**src/sv/pagq_pkg.sv**
```systemverilog
// pagq_pkg: shared types and constants for the pixel average / gamma quantizer
// no dependencies
`timescale 1ns / 1ps
package pagq_pkg;
    localparam int SUM_W = 26;
    localparam int CFG_W = 11;
    localparam int OUT_W = 8;
    localparam int ROOT_STEPS = 13;
    localparam logic [OUT_W-1:0] OUT_MAX = 8'd255;
    typedef logic [SUM_W-1:0] sum_t;
    typedef logic [OUT_W-1:0] pix_t;
endpackage

```
**src/sv/pagq_div_cell.sv**
```systemverilog
// pagq_div_cell: one restoring division step for three channels
// uses pagq_pkg
`timescale 1ns / 1ps
module pagq_div_cell #(
    parameter int DW = 11,
    parameter int BIT = 25
) (
    input  logic                  clk,
    input  logic                  rst_n,
    input  logic                  en,
    input  logic                  vin,
    input  logic [DW-1:0]         din,
    input  logic [3*DW-1:0]       rin,
    input  logic [3*pagq_pkg::SUM_W-1:0] qin,
    output logic                  vout,
    output logic [DW-1:0]         dout,
    output logic [3*DW-1:0]       rout,
    output logic [3*pagq_pkg::SUM_W-1:0] qout
);
    import pagq_pkg::*;
    logic [3*DW-1:0]    r_next;
    logic [3*SUM_W-1:0] q_next;
    logic               v_reg;
    logic [DW-1:0]      d_reg;
    logic [3*DW-1:0]    r_reg;
    logic [3*SUM_W-1:0] q_reg;

    always_comb
    begin
        logic [DW:0] t;
        r_next = rin;
        q_next = qin;
        for (int c = 0; c < 3; c++)
        begin
            t = {rin[c*DW +: DW], qin[c*SUM_W + BIT]};
            if (t >= {1'b0, din})
            begin
                t = t - {1'b0, din};
                q_next[c*SUM_W + BIT] = 1'b1;
            end
            else
            begin
                q_next[c*SUM_W + BIT] = 1'b0;
            end
            r_next[c*DW +: DW] = t[DW-1:0];
        end
    end

    always_ff @(posedge clk or negedge rst_n)
    begin
        if (!rst_n)
            v_reg <= 1'b0;
        else if (en)
            v_reg <= vin;
    end

    always_ff @(posedge clk)
    begin
        if (en)
        begin
            d_reg <= din;
            r_reg <= r_next;
            q_reg <= q_next;
        end
    end

    assign vout = v_reg;
    assign dout = d_reg;
    assign rout = r_reg;
    assign qout = q_reg;
endmodule

```
**config.mk**
```make
export PLATFORM = sky130hd
export DESIGN_NAME = pagq_div_cell
export DESIGN_NICKNAME = d
export VERILOG_FILES = /design/src/sv/pagq_pkg.sv /design/src/sv/pagq_div_cell.sv
export SDC_FILE = /design/constraint.sdc
export NUM_CORES = 1
export LEC_CHECK = 0
export CORE_MARGIN = 5
export CORE_UTILIZATION = 35
export DETAILED_ROUTE_END_ITERATION = 8
export DONT_BUFFER_PORTS = 1
export SETUP_SLACK_MARGIN = 0.15
export SLEW_MARGIN = 25
export SYNTH_ARGS = -nofsm -noshare
export SYNTH_HDL_FRONTEND = slang
export SYNTH_SLANG_ARGS = --single-unit
```
**constraint.sdc**
```tcl
create_clock -name clk -period 0.9 [get_ports clk]
set_clock_uncertainty 0.1 [all_clocks]
set_input_delay 0.045 -clock clk [delete_from_list [all_inputs] [get_ports clk]]
set_output_delay 0.045 -clock clk [all_outputs]
set_load 0.02 [all_outputs]
```
== After elaboration in Yosys (flattened, before gate mapping) ==
Cells that the tools add are included.
Cells by class
  add/subtract/negate cells: 3
  magnitude comparators: 3
  multiplexer cells: 6
Operators with widths (count)
  12-bit by 11-bit >= comparator with 1-bit output: 3
  11-bit two-way mux: 3
  11-bit subtractor: 3
  1-bit two-way mux: 3
Storage, ports and cells
  register bits after elaboration: 123
  output and inout port bits: 123

== Logic depth before layout (Yosys ltp) ==
  depth after elaboration: 2
  depth in mapped cells: 10
  depth with buffers taken out: 9

== Worst setup path after synthesis ==
No wires, ideal clock.
  path type: input to register
  from: input qin[51] in the netlist's numbering
  to: register r_reg[14] (netlist: rout[14]), data pin
  arrival: 1956 ps
  required time: 540 ps
  setup slack: -1417 ps
  cell stages on the path: 10
  path through: inv_1 > ha_1 > fa_1 > nand2b_1 > a21oi_2 > a41o_1 > a21oi_2 > o31ai_4 > buf_12 > mux2_4
On the way
  word-level cells in the longest chain between the ends: 2
Ends and longest elaborated chain
  from (decl): RTL line pagq_div_cell.sv:14  | input logic [3*pagq_pkg::SUM_W-1:0] qin,
  11-bit subtractor or 12-bit by 11-bit >= comparator with 1-bit output (tied branches): RTL line pagq_div_cell.sv:38, pagq_div_cell.sv:36
  11-bit two-way mux (*): RTL line pagq_div_cell.sv:36  | if (t >= {1'b0, din})
  net r_next[14]: RTL line pagq_div_cell.sv:21  | logic [3*DW-1:0] r_next;
  to (signal assigned): RTL line pagq_div_cell.sv:62  | r_reg <= r_next;
  to (decl): RTL line pagq_div_cell.sv:25  | logic [3*DW-1:0] r_reg;
Mark *: on every way through the listed nets, which the timed path passes. The rest lies on a longest branch.
A chain may end at the register's enable or synchronous reset.

== Worst setup path in the final report ==
  from: input qin[25] in the netlist's numbering
  to: register r_reg[3] (netlist: rout[3]), data pin
The elaborated chain is that of the path after synthesis.

==> flow_metrics.env <==
export IMPL_status="finished with violations"
export IMPL_violations="hold timing, setup timing"
export IMPL_dieArea_sq_mm=0.0187
export IMPL_cts_sinks=123
export IMPL_worstSetupStartpointType="input port"
export IMPL_drc_errors=0
export IMPL_yosysSeqAreaShare_pct=65.5
export IMPL_antenna_found_initial=0
export IMPL_p_leak_nw=3.36
export IMPL_h_tree_depth=4
export IMPL_hold_path_class="input port to flop"
export IMPL_async_flop_share_pct=0.813
export IMPL_dr_pass1_iters=4
export IMPL_hold_path_startpoint="din[0]"
export IMPL_syn_to_final_growth_pct=50.7
export IMPL_grt_pass1_wl_um=23500
export IMPL_critical_path_class="input port to flop"
export IMPL_mappedNetlistArea_sq_mm=0.00563
export IMPL_io_buffers=0
export IMPL_ys_flop_type="edfxtp_1"
export IMPL_synth_area_leaders="edfxtp_1 (65%), ha_1 (7.3%), xnor2_1 (3.0%)"
export IMPL_fin_crit_sh_pct=187
export IMPL_die_h_um=137
export IMPL_yosysMostFrequentCell="edfxtp_1"
export IMPL_synth_edf_count=122
export IMPL_slew_viol_final=0
export IMPL_rsz0062_at_grt="yes"
export IMPL_gp_congestion=0.857
export IMPL_syn_avg_cell_area_sq_um=15.7
export IMPL_critPathMaxFanout=11
export IMPL_setup_violations=159
export IMPL_period_needed_ns=1.68
export IMPL_power_total_mw=18.0
export IMPL_hold_viol=160
export IMPL_cts_buffer_depth=2
export IMPL_ir_worst_vdd_mv=1.25
export IMPL_antennaDiodeCount=0
export IMPL_required_ns=0.96
export IMPL_rr_startpoint="vout"
export IMPL_holdWs_ns=-0.370
export IMPL_nNetsFinal=711
export IMPL_cts_tree="yes"
export IMPL_overflow=0
export IMPL_r2r_end="vout"
export IMPL_cts_root_buf="clkbuf_16"
export IMPL_numCtsBuffers=17
export IMPL_ios=249
export IMPL_initialDrtViolationCount=115
export IMPL_yosysWarnings=0
export IMPL_hold_end="dout[0]"
export IMPL_drt_vias_per_instance=4.83
export IMPL_drtAntennaViolNets=0
export IMPL_ctsHoldBuffers=90
export IMPL_grt_pass1_vias=4039
export IMPL_layout_setup_ws_ns=-0.784
export IMPL_synth_top_area_cell="edfxtp_1"
export IMPL_setup_tns_ns=-43.38
export IMPL_fp_dieW_um=137
export IMPL_holdPathStages=0
export IMPL_vias=3755
export IMPL_critical_path_arrival_ns=1.74
export IMPL_ys_seq_elements=123
export IMPL_insertion_delay_ns=0.41
export IMPL_totalWireLength_um=16900
export IMPL_fp_row_count=46
export IMPL_ys_top_cells_by_count="edfxtp_1 (122), ha_1 (33), a21oi_1 (22)"
export IMPL_maxCapViolCount=0
export IMPL_layout_drive_gt1_share_pct=35.5
export IMPL_syn_nets=520
export IMPL_critPathCaptureType="flop"
export IMPL_r2r_slack_ns=0.02
export IMPL_max_slew_margin_pct=78.1
export IMPL_pwr_density_cell_mw_per_mm2=2120
export IMPL_synth_top_area_share_pct=65.0
export IMPL_clkTransAtPathRegs_ns=0.06
export IMPL_hpwl_um=11800
export IMPL_synth_cell_types=47
export IMPL_worst_pin_slew_ns=0.325
export IMPL_start_util_pct=35.6
export IMPL_wire_per_inst_um=21.7
export IMPL_core_sq_mm=0.0158
export IMPL_grt_max_degree=124
export IMPL_grtUsageTotal_pct=17.3
export IMPL_clock_fmax_ghz=0.594
export IMPL_reg2reg_depth=1
export IMPL_synthCells=358
-- routing by layer --
metal | global-route usage (%) | wire (um) | vias to the layer above
li1 | - | - | 1764
met1 | 16.4 | 5750 | 1803
met2 | 32.6 | 9110 | 163
met3 | 7.50 | 1590 | 25
met4 | 6.65 | 398 | 0
met5 | 0 | 0 | -
-- how the worst max path moves through the flow --
stage	start	endpoint	cells after the start
after floorplan	qin[51]	rout[14]	10
after global placement	qin[51]	rout[13]	10
after detailed placement	qin[51]	rout[13]	10
after CTS	qin[51]	rout[18]	10
after global routing	qin[25]	rout[5]	10
final	qin[25]	rout[3]	10
-- critical path, cell delays in order --
cell and delay, ns:
inv_12 0.02, ha_4 0.15, fa_2 0.39, nand2b_4 0.16, a21oi_4 0.15, a41o_1 0.13
a21oi_2 0.06, o21ai_2 0.16, buf_12 0.17, mux2_4 0.31
-- kinds of logic (layout without fill, tap and decap cells) --
logic type                 count (synthesis)  after routing  share of synthesized area, %
adders and majority gates                 36             36                          8.39
AOI/OAI and AO/OA                         75             75                          9.57
buffers and inverters                     21            224                          1.95
muxes                                     34             34                          7.13
DFF                                      123            123                          65.5
xor gates and xnor gates                  24             24                          3.73
and+or+nand+nor                           45             45                          3.75
-- metrics by stage --
stage | std cells | worst slack (ns) | instance area, sq um | utilization (%)
2_1_floorplan | 358 | -1.28 | 5830 | -
3_3_place_gp | 650 | -1.27 | 6700 | 42.3
3_5_place_dp | 650 | -1.31 | 6700 | 42.3
4_1_cts | 775 | -0.810 | 8400 | 53.1
5_1_grt | 777 | -0.842 | 8490 | 53.7
6_report | 777 | -0.784 | 8490 | 53.7
-- sequential cells by signal (all words and copies together) (netlist names) --
signal	flops
rout	33
dout	11
qout	78
vout	1
-- final cells by class --
class,count,area [sq um]
clock inverter,14,194
clock buffer,17,425
tap,216,270
timing repair buffer,175,1620
multi-input combinational,214,2170
inverter,18,120
fill,1258,7340
sequential,123,3690
-- repair_timing --
| item | 4_1_cts | 5_1_grt |
|---|---|---|
| resized for setup | 29 | 18 |
| setup endpoints to repair | 160 | 160 |
| setup buffers | 4 | 2 |
| endpoints found under the hold margin | 245 | 160 |
| pin swaps | 10 | 3 |
-- cells in the final DEF, fill, tap and decap left out, types with 4 or more instances in the layout --
cell type	Yosys	layout
edfxtp_1	122	122
dlygate4sd3_1	0	90
buf_4	0	73
mux2_4	7	27
ha_1	33	21
xnor2_1	19	19
a21oi_1	22	18
clkbuf_16	0	17
nand2_1	12	12
inv_1	18	11
nor2_1	16	10
ha_4	0	9
clkinvlp_4	0	8
buf_6	2	8
a21oi_2	5	6
a21o_1	6	6
o21ai_0	8	6
xor2_1	5	5
mux2i_1	6	5
nor2_2	0	4
a41o_1	4	4
o21a_1	4	4
bufinv_16	0	4
buf_12	1	4
-- where the power goes --
group	switching, mW	total, mW	internal (mW)
logic	1.09	2.81	1.72
clock network	2.53	7.16	4.63
registers	1.02	8.08	7.06
Power figures use the tool's default switching activity.
