**config.mk**
```make
export PLATFORM = sky130hd
export DESIGN_NAME = pagq_sqrt_cell
export DESIGN_NICKNAME = d
export VERILOG_FILES = /design/src/sv/pagq_pkg.sv /design/src/sv/pagq_sqrt_cell.sv
export SDC_FILE = /design/constraint.sdc
export NUM_CORES = 1
export LEC_CHECK = 0
export BUFFER_PORTS_ARGS = -buffer_cell sky130_fd_sc_hd__buf_2
export CAP_MARGIN = 20
export CORE_AREA = 2 2 179 181
export DETAILED_ROUTE_END_ITERATION = 6
export DIE_AREA = 0 0 181 183
export PLACE_DENSITY = 0.56
export SETUP_SLACK_MARGIN = 0.15
export SYNTH_ARGS = -nofsm -noshare
export SYNTH_HDL_FRONTEND = slang
export SYNTH_SLANG_ARGS = --single-unit
export TNS_END_PERCENT = 1
```
**constraint.sdc**
```tcl
create_clock -name clk -period 2.5 [get_ports clk]
set_clock_uncertainty 0.1 [all_clocks]
set_input_delay 0.25 -clock clk [delete_from_list [all_inputs] [get_ports clk]]
set_output_delay 0.25 -clock clk [all_outputs]
set_load 0.005 [all_outputs]
```
**src/sv/pagq_pkg.sv**
```systemverilog
// pagq_pkg: shared types and constants for the pixel average / gamma quantizer
// no dependencies
`timescale 1ns / 1ps
package pagq_pkg;
    localparam int SUM_W = 26;
    localparam int CFG_W = 11;
    localparam int OUT_W = 8;
    localparam int ROOT_STEPS = 13;
    localparam logic [OUT_W-1:0] OUT_MAX = 8'd255;
    typedef logic [SUM_W-1:0] sum_t;
    typedef logic [OUT_W-1:0] pix_t;
endpackage

```
**src/sv/pagq_sqrt_cell.sv**
```systemverilog
// pagq_sqrt_cell: one bit-pair step of the integer square root, three channels
// uses pagq_pkg
`timescale 1ns / 1ps
module pagq_sqrt_cell #(
    parameter int STEP = 12
) (
    input  logic clk,
    input  logic rst_n,
    input  logic en,
    input  logic vin,
    input  logic [3*pagq_pkg::SUM_W-1:0] xin,
    input  logic [3*pagq_pkg::ROOT_STEPS-1:0] rtin,
    input  logic [3*(pagq_pkg::ROOT_STEPS+2)-1:0] remin,
    output logic vout,
    output logic [3*pagq_pkg::SUM_W-1:0] xout,
    output logic [3*pagq_pkg::ROOT_STEPS-1:0] rtout,
    output logic [3*(pagq_pkg::ROOT_STEPS+2)-1:0] remout
);
    import pagq_pkg::*;
    localparam int RW = ROOT_STEPS + 2;
    logic [3*ROOT_STEPS-1:0] rt_next;
    logic [3*RW-1:0]         rem_next;
    logic                    v_reg;
    logic [3*SUM_W-1:0]      x_reg;
    logic [3*ROOT_STEPS-1:0] rt_reg;
    logic [3*RW-1:0]         rem_reg;

    // remainder gets next two bits, trial subtract 4*root+1
    always_comb
    begin
        logic [RW+1:0] t;
        logic [RW+1:0] d;
        for (int c = 0; c < 3; c++)
        begin
            t = {remin[c*RW +: RW], xin[c*SUM_W + 2*STEP +: 2]};
            d = {2'b00, rtin[c*ROOT_STEPS +: ROOT_STEPS], 2'b01};
            if (t >= d)
            begin
                rem_next[c*RW +: RW] = RW'(t - d);
                rt_next[c*ROOT_STEPS +: ROOT_STEPS] =
                    {rtin[c*ROOT_STEPS +: ROOT_STEPS-1], 1'b1};
            end
            else
            begin
                rem_next[c*RW +: RW] = t[RW-1:0];
                rt_next[c*ROOT_STEPS +: ROOT_STEPS] =
                    {rtin[c*ROOT_STEPS +: ROOT_STEPS-1], 1'b0};
            end
        end
    end

    always_ff @(posedge clk or negedge rst_n)
    begin
        if (!rst_n)
            v_reg <= 1'b0;
        else if (en)
            v_reg <= vin;
    end

    always_ff @(posedge clk)
    begin
        if (en)
        begin
            x_reg   <= xin;
            rt_reg  <= rt_next;
            rem_reg <= rem_next;
        end
    end

    assign vout   = v_reg;
    assign xout   = x_reg;
    assign rtout  = rt_reg;
    assign remout = rem_reg;
endmodule

```
* Word-level counts from Yosys, hierarchy flattened
Cells that the tools add are included.
Storage, ports and cells: output and inout port bits 163, logic and storage cells 16, input port bits 166, flip-flop bits (word level) 163
Operators by class: add/subtract/negate cells 3, muxes and demuxes 6, order comparisons 3
Operators by type and width (count):
- $ge 17x15->1 | 3
- $mux 15 | 3
- $sub 15x15->15 | 3
- $mux 1 | 3

* Longest topological paths before layout
Gate-level depths: netlist of run 1.
depth in word-level cells 2, mapped depth 12, gate-level depth less buffers 9

* Worst setup path before layout of run 1
No wires, ideal clock.
path kind in2reg, start in rtin[27] (netlist bit), end reg rem_reg[38] (netlist: remout[38]) (data pin), library setup time 260 ps, required time 2140 ps, buffers on the path 2, slack -48 ps, stages on the path 11, data arrival time 2188 ps, cells stage by stage inv_1 ha_1 nor3_1 a2111oi_2 o21ai_2 a21oi_4 o21ai_1 and3_1 buf_6 buf_12 mux2_4
On the way: longest elaborated chain between the ends 2, elaborated cells on any way between the ends 3, classes of those cells add/sub (1); order compare (1); mux (1)
Ends and longest elaborated chain:
- start, declared | line pagq_sqrt_cell.sv:12 | input logic [3*pagq_pkg::ROOT_STEPS-1:0] rtin,
- $sub 15x15->15 or $ge 17x15->1 (tied branches) | line pagq_sqrt_cell.sv:39, pagq_sqrt_cell.sv:37
- $mux 15 * | line pagq_sqrt_cell.sv:37 | if (t >= d)
- named net rem_next[38] | line pagq_sqrt_cell.sv:22 | logic [3*RW-1:0] rem_next;
- end signal, assigned | line pagq_sqrt_cell.sv:66 | rem_reg <= rem_next;
- end, declared | line pagq_sqrt_cell.sv:26 | logic [3*RW-1:0] rem_reg;
Mark *: on every way through the listed nets, which the timed path passes. The rest lies on a longest branch. A chain may end at the register's enable or synchronous reset.

* Worst setup path in the final report of run 1
start in remin[34] (netlist bit), end reg rem_reg[37] (netlist: remout[37]) (data pin)
On the way: longest elaborated chain between the ends 2, elaborated cells on any way between the ends 3, classes of those cells add/sub (1); order compare (1); mux (1)
Ends and longest elaborated chain:
- start, declared | line pagq_sqrt_cell.sv:13 | input logic [3*(pagq_pkg::ROOT_STEPS+2)-1:0] remin,
- $sub 15x15->15 or $ge 17x15->1 (tied branches) | line pagq_sqrt_cell.sv:39, pagq_sqrt_cell.sv:37
- $mux 15 * | line pagq_sqrt_cell.sv:37
- named net rem_next[37] | line pagq_sqrt_cell.sv:22
Marked as above.

==> results of run 1 <==
[final cells by class]
type / count / area, µm² / area share [%]
antenna: 3 / 7.507 / 0.05937
clock inverter: 15 / 209.0 / 1.652
sequential: 163 / 4890 / 38.67
clock buffer: 17 / 425.4 / 3.364
multi-input combinational: 330 / 2745 / 21.71
tap: 402 / 503.0 / 3.978
timing repair buffer: 539 / 3650 / 28.86
inverter: 56 / 215.2 / 1.702
[cells in the mapped netlist (2+ instances only)]
library cell	count	area share, %
a2111oi_0	2	0.23
a211oi_1	3	0.29
a21boi_0	4	0.39
a21o_1	7	0.69
a21oi_1	27	1.8
a311oi_1	2	0.23
and2_1	2	0.16
and3_1	3	0.25
buf_4	4	0.39
clkbuf_1	2	0.098
edfxtp_1	162	64
ha_1	45	7.4
inv_1	56	2.7
mux2_2	22	3.2
mux2_4	6	1.2
mux2i_1	4	0.52
nand2_1	30	1.5
nand2b_1	4	0.33
nand3_1	2	0.13
nand4_1	6	0.49
nand4b_1	2	0.23
nor2_1	30	1.5
nor2b_1	9	0.74
nor3_1	11	0.72
nor3b_1	2	0.20
nor4_1	2	0.16
nor4b_1	2	0.23
o21a_1	9	0.88
o21ai_0	29	1.9
o21ai_1	3	0.20
o21bai_1	6	0.59
o22ai_1	2	0.16
o31a_1	2	0.23
o31ai_1	3	0.29
or2_2	2	0.16
or3_1	4	0.33
xnor2_1	18	2.1
xor2_1	12	1.4
[kinds of logic after synthesis]
family	Yosys count
AND/OR/NAND/NOR	113
multiplexers	32
XOR/XNOR	30
adder cells (fa/ha/maj)	45
buffers and inverters	64
flip-flops	163
AO/OA/AOI/OAI	110
[critical path, delay by kind of cell]
| family | cells | cell delay [ns] |
|---|---|---|
| buffers and inverters | 4 | 0.97 |
| and+or+nand+nor | 2 | 0.41 |
| muxes | 1 | 0.34 |
| adders and majority gates | 1 | 0.23 |
| AOI/OAI and AO/OA | 2 | 0.18 |
[metal layers]
metal	track usage (%)	up-vias
met2	24.28	195
met5	0	-
met4	5.593	2
met1	17.15	3100
met3	3.952	29
li1	-	3167
[report_power, final]
| part | internal (mW) | switching, mW | leakage, nW |
|---|---|---|---|
| clock | 1.55 | 1.32 | 0.311 |
| combinational | 0.913 | 0.750 | 3.59 |
| sequential | 3.34 | 0.0688 | 1.60 |
| total | 5.79 | 2.14 | 5.50 |
[sequential cells by signal, summed over array words and instances, names as in the netlist]
register and count:
remout 45, xout 78, rtout 39, vout 1
[what timing repair did]
action	CTS	global route
endpoints found under the setup margin	0	15
hold buffers	137	0
resized for setup	0	8
hold endpoints to repair	136	0
[stage by stage]
step / setup TNS (ns) / hold WS, ns / total power, mW / instance area (µm²) / util (%)
floorplan: 0 / -0.1456 / 4.176 / 7908 / -
detailed placement: -3.298 / -0.07215 / 4.950 / 10610 / 33.98
finish: 0 / 0.03638 / 7.932 / 12640 / 40.49
global placement: -2.809 / -0.06944 / 4.937 / 10610 / 33.98
global route: 0 / 0.01338 / 8.322 / 12640 / 40.48
CTS: 0 / 0.003031 / 8.036 / 12620 / 40.40
[final timing paths]
check | startpoint | endpoint | slack [ns] | cells past startpoint
worst max register to register | vout | vout | 1.65 | 1
worst min register to register | vout | vout | 0.43 | 1
max in group asynchronous | rst_n | vout | 1.66 | 3
worst min-delay path | remin[36] | remout[38] | 0.04 | 2
worst max-delay path | remin[34] | remout[37] | 0.22 | 10
min in group asynchronous | rst_n | vout | 0.54 | 3
==> run metrics, run 1 <==
Post-DP HPWL 17320 µm; Ys Warns 0; post-DR wirelength/cell 15.52 µm; DRT met1 WL 10210 µm; drt pass-1 iters 5; Sink Count 163; Mapped Nets 768; Row Count 65; P&R area growth vs syn 65.08%; total wire length 23680 µm; Finish-stage setup viols 0; fraction of layout cells with a size suffix above 1 45.00%; DRC 0; Final Wtd Congestion 0.8020; status complete, no violations; Critical Path Fanout Max 9; leakage 5.498 nW; number of flops mapped to enable cells by yosys 162; Clock Latency Late Sink 0.45 ns; PD cells 627.3 nW/µm²; Reg clk slew, reported paths 0.07 ns; Die Ht 183 µm; Vias/cell 4.258; layout filler cell count 3015; number of cells after detailed placement 1353; worst slew pin tran 0.5277 ns; Worst setup SP type input port; CTS Buf Count 17; largest net degree at the start of global routing 48; Top Metal Used met5; maximum vdd drop 0.0004187 V; critical-path cell with the highest stage delay dlygate4sd3_1; vias post-DR 6493; MaxCap Viol Count 0; Arr. time, crit path 2.39 ns; nets 1318; metal3 WL 1319 µm; fmax 437.7 MHz; cells after synthesis 557; Compound-Gate Fraction of Synth Area 9.262%; asr flop ratio synth 0.6135%; Final Critical Period 2.285 ns; commonest non-fill, non-tap cells in the layout buf_2 (327), edfxtp_1 (162), dlygate4sd3_1 (137), buf_4 (68), inv_1 (49); Final WS setup 0.2152 ns; Core ar. 31230 µm²; Synth Flop Type edfxtp_1; die area 33120 µm²; sequential share of the synthesized area 63.84%; post-route insts no fill 1525; max incr delay on CP 0.54 ns; most common cell after layout, fill and taps aside buf_2; library cells used by synthesis 54; setup bufs post-CTS 0; Post-Synth Simple-Gate Area 7.547%; total gr overflow 0; fin crit share 91.39%; kind of end point of the critical path register; global-route wire length before repair 36160 µm; critical path cell sequence dlygate4sd3_1 -> buf_2 -> ha_1 -> nor3_2 -> buf_4 -> a21oi_4 -> o21ai_1 -> and3_4 -> buf_12 -> mux2_2; clock buffer depth 2; Seq cells post-synth 163; metal2 WL 11680 µm; Avg Synthesized Cell Area 13.75 µm²; initial antenna violation count 4; Routed Antenna Nets 0; Slew HR 64.82%; WS Path Type input port to register; post-synthesis instance area 7660 µm²; Synth Area in Adders 7.351%; Initial DRC Count 301; Initial Utilization 24.53%; H-tree level count 4; Buffers on Ports 328; number of global-route vias before repair 6616; IO Pins 329; largest family of logic cells by synthesized area compound AO/OA/AOI/OAI gates; RSZ-0062 raised after global routing yes; CTS Root Cell clkbuf_16; xor/xnor cell area share of the yosys netlist 3.430%; CTS tree done; final number of hold-violating endpoints 0; multiplexer area fraction after synthesis 4.933%; Placement Setup Slack -0.2232 ns; Max Slew Vio Count 0; Die X 181 µm; HP Class input port to register; GRT Util Overall 14.25%; Critical Path RT 2.60 ns
Note: power is estimated with default switching activity, not from simulation.
==> run 2: changes to the inputs <==
==> constraint.sdc (replaced) <==
create_clock -name clk -period 2.5 [get_ports clk]
set_clock_uncertainty 0.1 [all_clocks]
set_input_delay 0.125 -clock clk [delete_from_list [all_inputs] [get_ports clk]]
set_output_delay 0.125 -clock clk [all_outputs]
set_load 0.005 [all_outputs]
==> run 2 against run 1 <==
  * Total power down 3.2%
  * First-iteration DRC count down 5.0%
  * Flip-flop and latch count unchanged
  * Critical endpoint is now remout[42]
  * Highest routed layer is now met4
  * Register-to-register slack worse by 0.02 ns
  * Sequential share of layout area up 0.89 points
  * Clock-buffer cell count unchanged
  * Largest power group unchanged
  * Setup slack worse by 0.066 ns
  * Via count down 0.23%
  * Sequential power about the same
  * Combinational power down 5%
  * Clock power down 6%
  * Non-clock buffer count down 11
==> run metrics, run 2 (same netlist as run 1, synthesis figures left out) <==
leakage 5.375 nW (-2.2%); Final Critical Period 2.351 ns (+0.06635 ns); IO Pins 329 (unchanged); cell depth of the worst flop-to-flop path 1 (unchanged); HP Class input port to register; Final Wtd Congestion 0.7794 (-2.8%); total gr overflow 0 (unchanged); nets 1307 (-0.83%); clock buffer depth 2 (unchanged); setup TNS 0 ns (unchanged); maximum vdd drop 0.0004296 V (+2.6%); critical-path cell with the highest stage delay dlygate4sd3_1; Critical Path Fanout Max 3 (-6); Clock Latency Late Sink 0.44 ns (about the same); kind of end point of the critical path register; Flop pwr share 44.4% (+1.5 points); Post-DP HPWL 17180 µm (-0.84%); status complete, no violations; Critical Path RT 2.59 ns (about the same); MaxCap Viol Count 0 (unchanged); PD cells 621.3 nW/µm² (-0.96%); CTS Root Cell clkbuf_16; Sink Count 163 (unchanged); CTS Buf Count 17 (unchanged); Initial Utilization 24.53% (unchanged); Die Ht 183 µm (unchanged); Finish-stage setup viols 0 (unchanged); worst slew pin tran 0.4654 ns (-0.06230 ns); critical path cell sequence dlygate4sd3_1 -> buf_2 -> inv_1 -> ha_1 -> nor2b_1 -> o31a_1 -> o31ai_1 -> buf_4 -> a21boi_0 -> nor3_1 -> nor3_1 -> mux2_4; Reg clk slew, reported paths 0.08 ns (about the same); die area 33120 µm² (unchanged); r2r setup slk 1.63 ns (-0.02 ns); RR Startpoint vout; final core utilization 39.58% (-0.91 points); total wire length 23030 µm (-2.7%); vias post-DR 6478 (-0.23%); Initial DRC Count 286 (-5.0%); RSZ-0062 raised after global routing yes; Routed Antenna Nets 0 (unchanged); max incr delay on CP 0.55 ns (about the same); CTS tree done; Sw Share 26.87% (-0.079 points); Worst setup SP type input port; worst r2r dst vout; hold path start xin[77]; most common cell after layout, fill and taps aside buf_2; Buffers on Ports 328 (unchanged); fmax 425.3 MHz (-2.8%); WS Path Type input port to register; setup bufs post-CTS 0 (unchanged); global-route wire length before repair 34960 µm (-3.3%); largest net degree at the start of global routing 54 (+13%); Row Count 65 (unchanged); GRT Util Overall 13.58% (-0.68 points); number of global-route vias before repair 6568 (-0.73%); combinational fraction of design power 20.4% (-0.6 points); H-tree level count 4 (unchanged); fin crit share 94.05% (+2.7 points); Arr. time, crit path 2.44 ns (+0.05 ns); Core ar. 31230 µm² (unchanged); fraction of layout cells with a size suffix above 1 39.95% (-5.1 points); post-DR wirelength/cell 15.23 µm (-1.9%); Die X 181 µm (unchanged); Max Slew Vio Count 0 (unchanged); Vias/cell 4.284 (+0.63%); P&R area growth vs syn 61.35%; most frequent CP cell nor3_1; final number of hold-violating endpoints 0 (unchanged); hold path cells 3 (+1); DRC 0 (unchanged); max FFs per register 78 (unchanged); P_sw 2.064 mW (-3.5%); drt pass-1 iters 4 (-1); Clk pwr share 35.2% (-0.9 points); internal power 5.615 mW (-3.1%); Hold EP remout[31]; Slew HR 68.73% (+3.9 points); initial antenna violation count 1 (-3); commonest non-fill, non-tap cells in the layout buf_2 (327), edfxtp_1 (162), dlygate4sd3_1 (159), inv_1 (56), ha_1 (42)
==> run 2: changes by cell type in the layout (fill, tap and decap cells not counted), moves of 3 or more <==
cell / delta
inv_1: +7
a21oi_2: -5
ha_1: +10
nor3_2: -3
inv_2: -5
mux2_2: +8
dlygate4sd3_1: +22
buf_12: -3
a21oi_1: +5
buf_4: -30
ha_4: -8
mux2_4: -8
nor3_1: +3
==> run 2: timing repair <==
item,in CTS,in global routing
resized for setup,0,4
endpoints found under the hold margin,181,0
hold buffers,159,0
endpoints found under the setup margin,0,41
==> run 2: area by class of cell <==
| cell class | count | area [µm²] |
|---|---|---|
| Tap cell | 402 | 503.0 |
| Clock buffer | 17 | 425.4 |
| Antenna cell | 1 | 2.502 |
| Multi-Input combinational cell | 330 | 2559 |
| Timing Repair Buffer | 528 | 3585 |
| Sequential cell | 163 | 4890 |
| Inverter | 56 | 210.2 |
| Clock inverter | 15 | 185.2 |
| Fill cell | 2994 | 18870 |
==> run 2: through the flow <==
stage	worst slack (ns)	hold WS, ns	power [mW]	cells	area (µm²)
floorplan	0.1299	-0.2706	4.122	557	7724
global placement	-0.02513	-0.1978	4.826	1320	10150
detailed placement	-0.07116	-0.1974	4.843	1320	10150
finish	0.1488	0.04712	7.678	1512	12360
global route	0.03602	0.04220	8.056	1511	12360
CTS	0.1723	0.01787	7.797	1511	12350
==> run 2: critical path: cells and delay by family <==
family,cells,cell delay (ns)
adders and majority gates,1,0.18
buffers and inverters,4,0.92
and+or+nand+nor,3,0.33
muxes,1,0.26
AOI/OAI and AO/OA,3,0.62
==> run 2: worst max path at each step <==
stage | from | end | slack, ns | depth (start not counted)
floorplan | rtin[14] | remout[22] | 0.13 | 9
global placement | rtin[28] | remout[34] | -0.03 | 11
detailed placement | rtin[28] | remout[33] | -0.07 | 11
CTS | rtin[7] | remout[9] | 0.17 | 11
global route | rtin[23] | remout[17] | 0.04 | 11
finish | xin[76] | remout[42] | 0.15 | 12
==> run 2: power by group through the flow <==
stage | Clock (mW) | Sequential (mW) | Combinational, mW
after detailed placement | 0 | 3.47 | 1.37
after CTS | 2.81 | 3.42 | 1.57
after global routing | 2.90 | 3.44 | 1.72
after floorplan | 0 | 3.51 | 0.615
final | 2.70 | 3.41 | 1.57
after global placement | 0 | 3.47 | 1.35
==> run 2: per-layer routing <==
layer,routed length [µm],global-route usage [%],vias to the layer above
met2,11250,22.97,220
met5,0,0,-
met3,1356,3.515,26
li1,-,-,3156
met1,9959,16.53,3076
met4,464,5.561,0
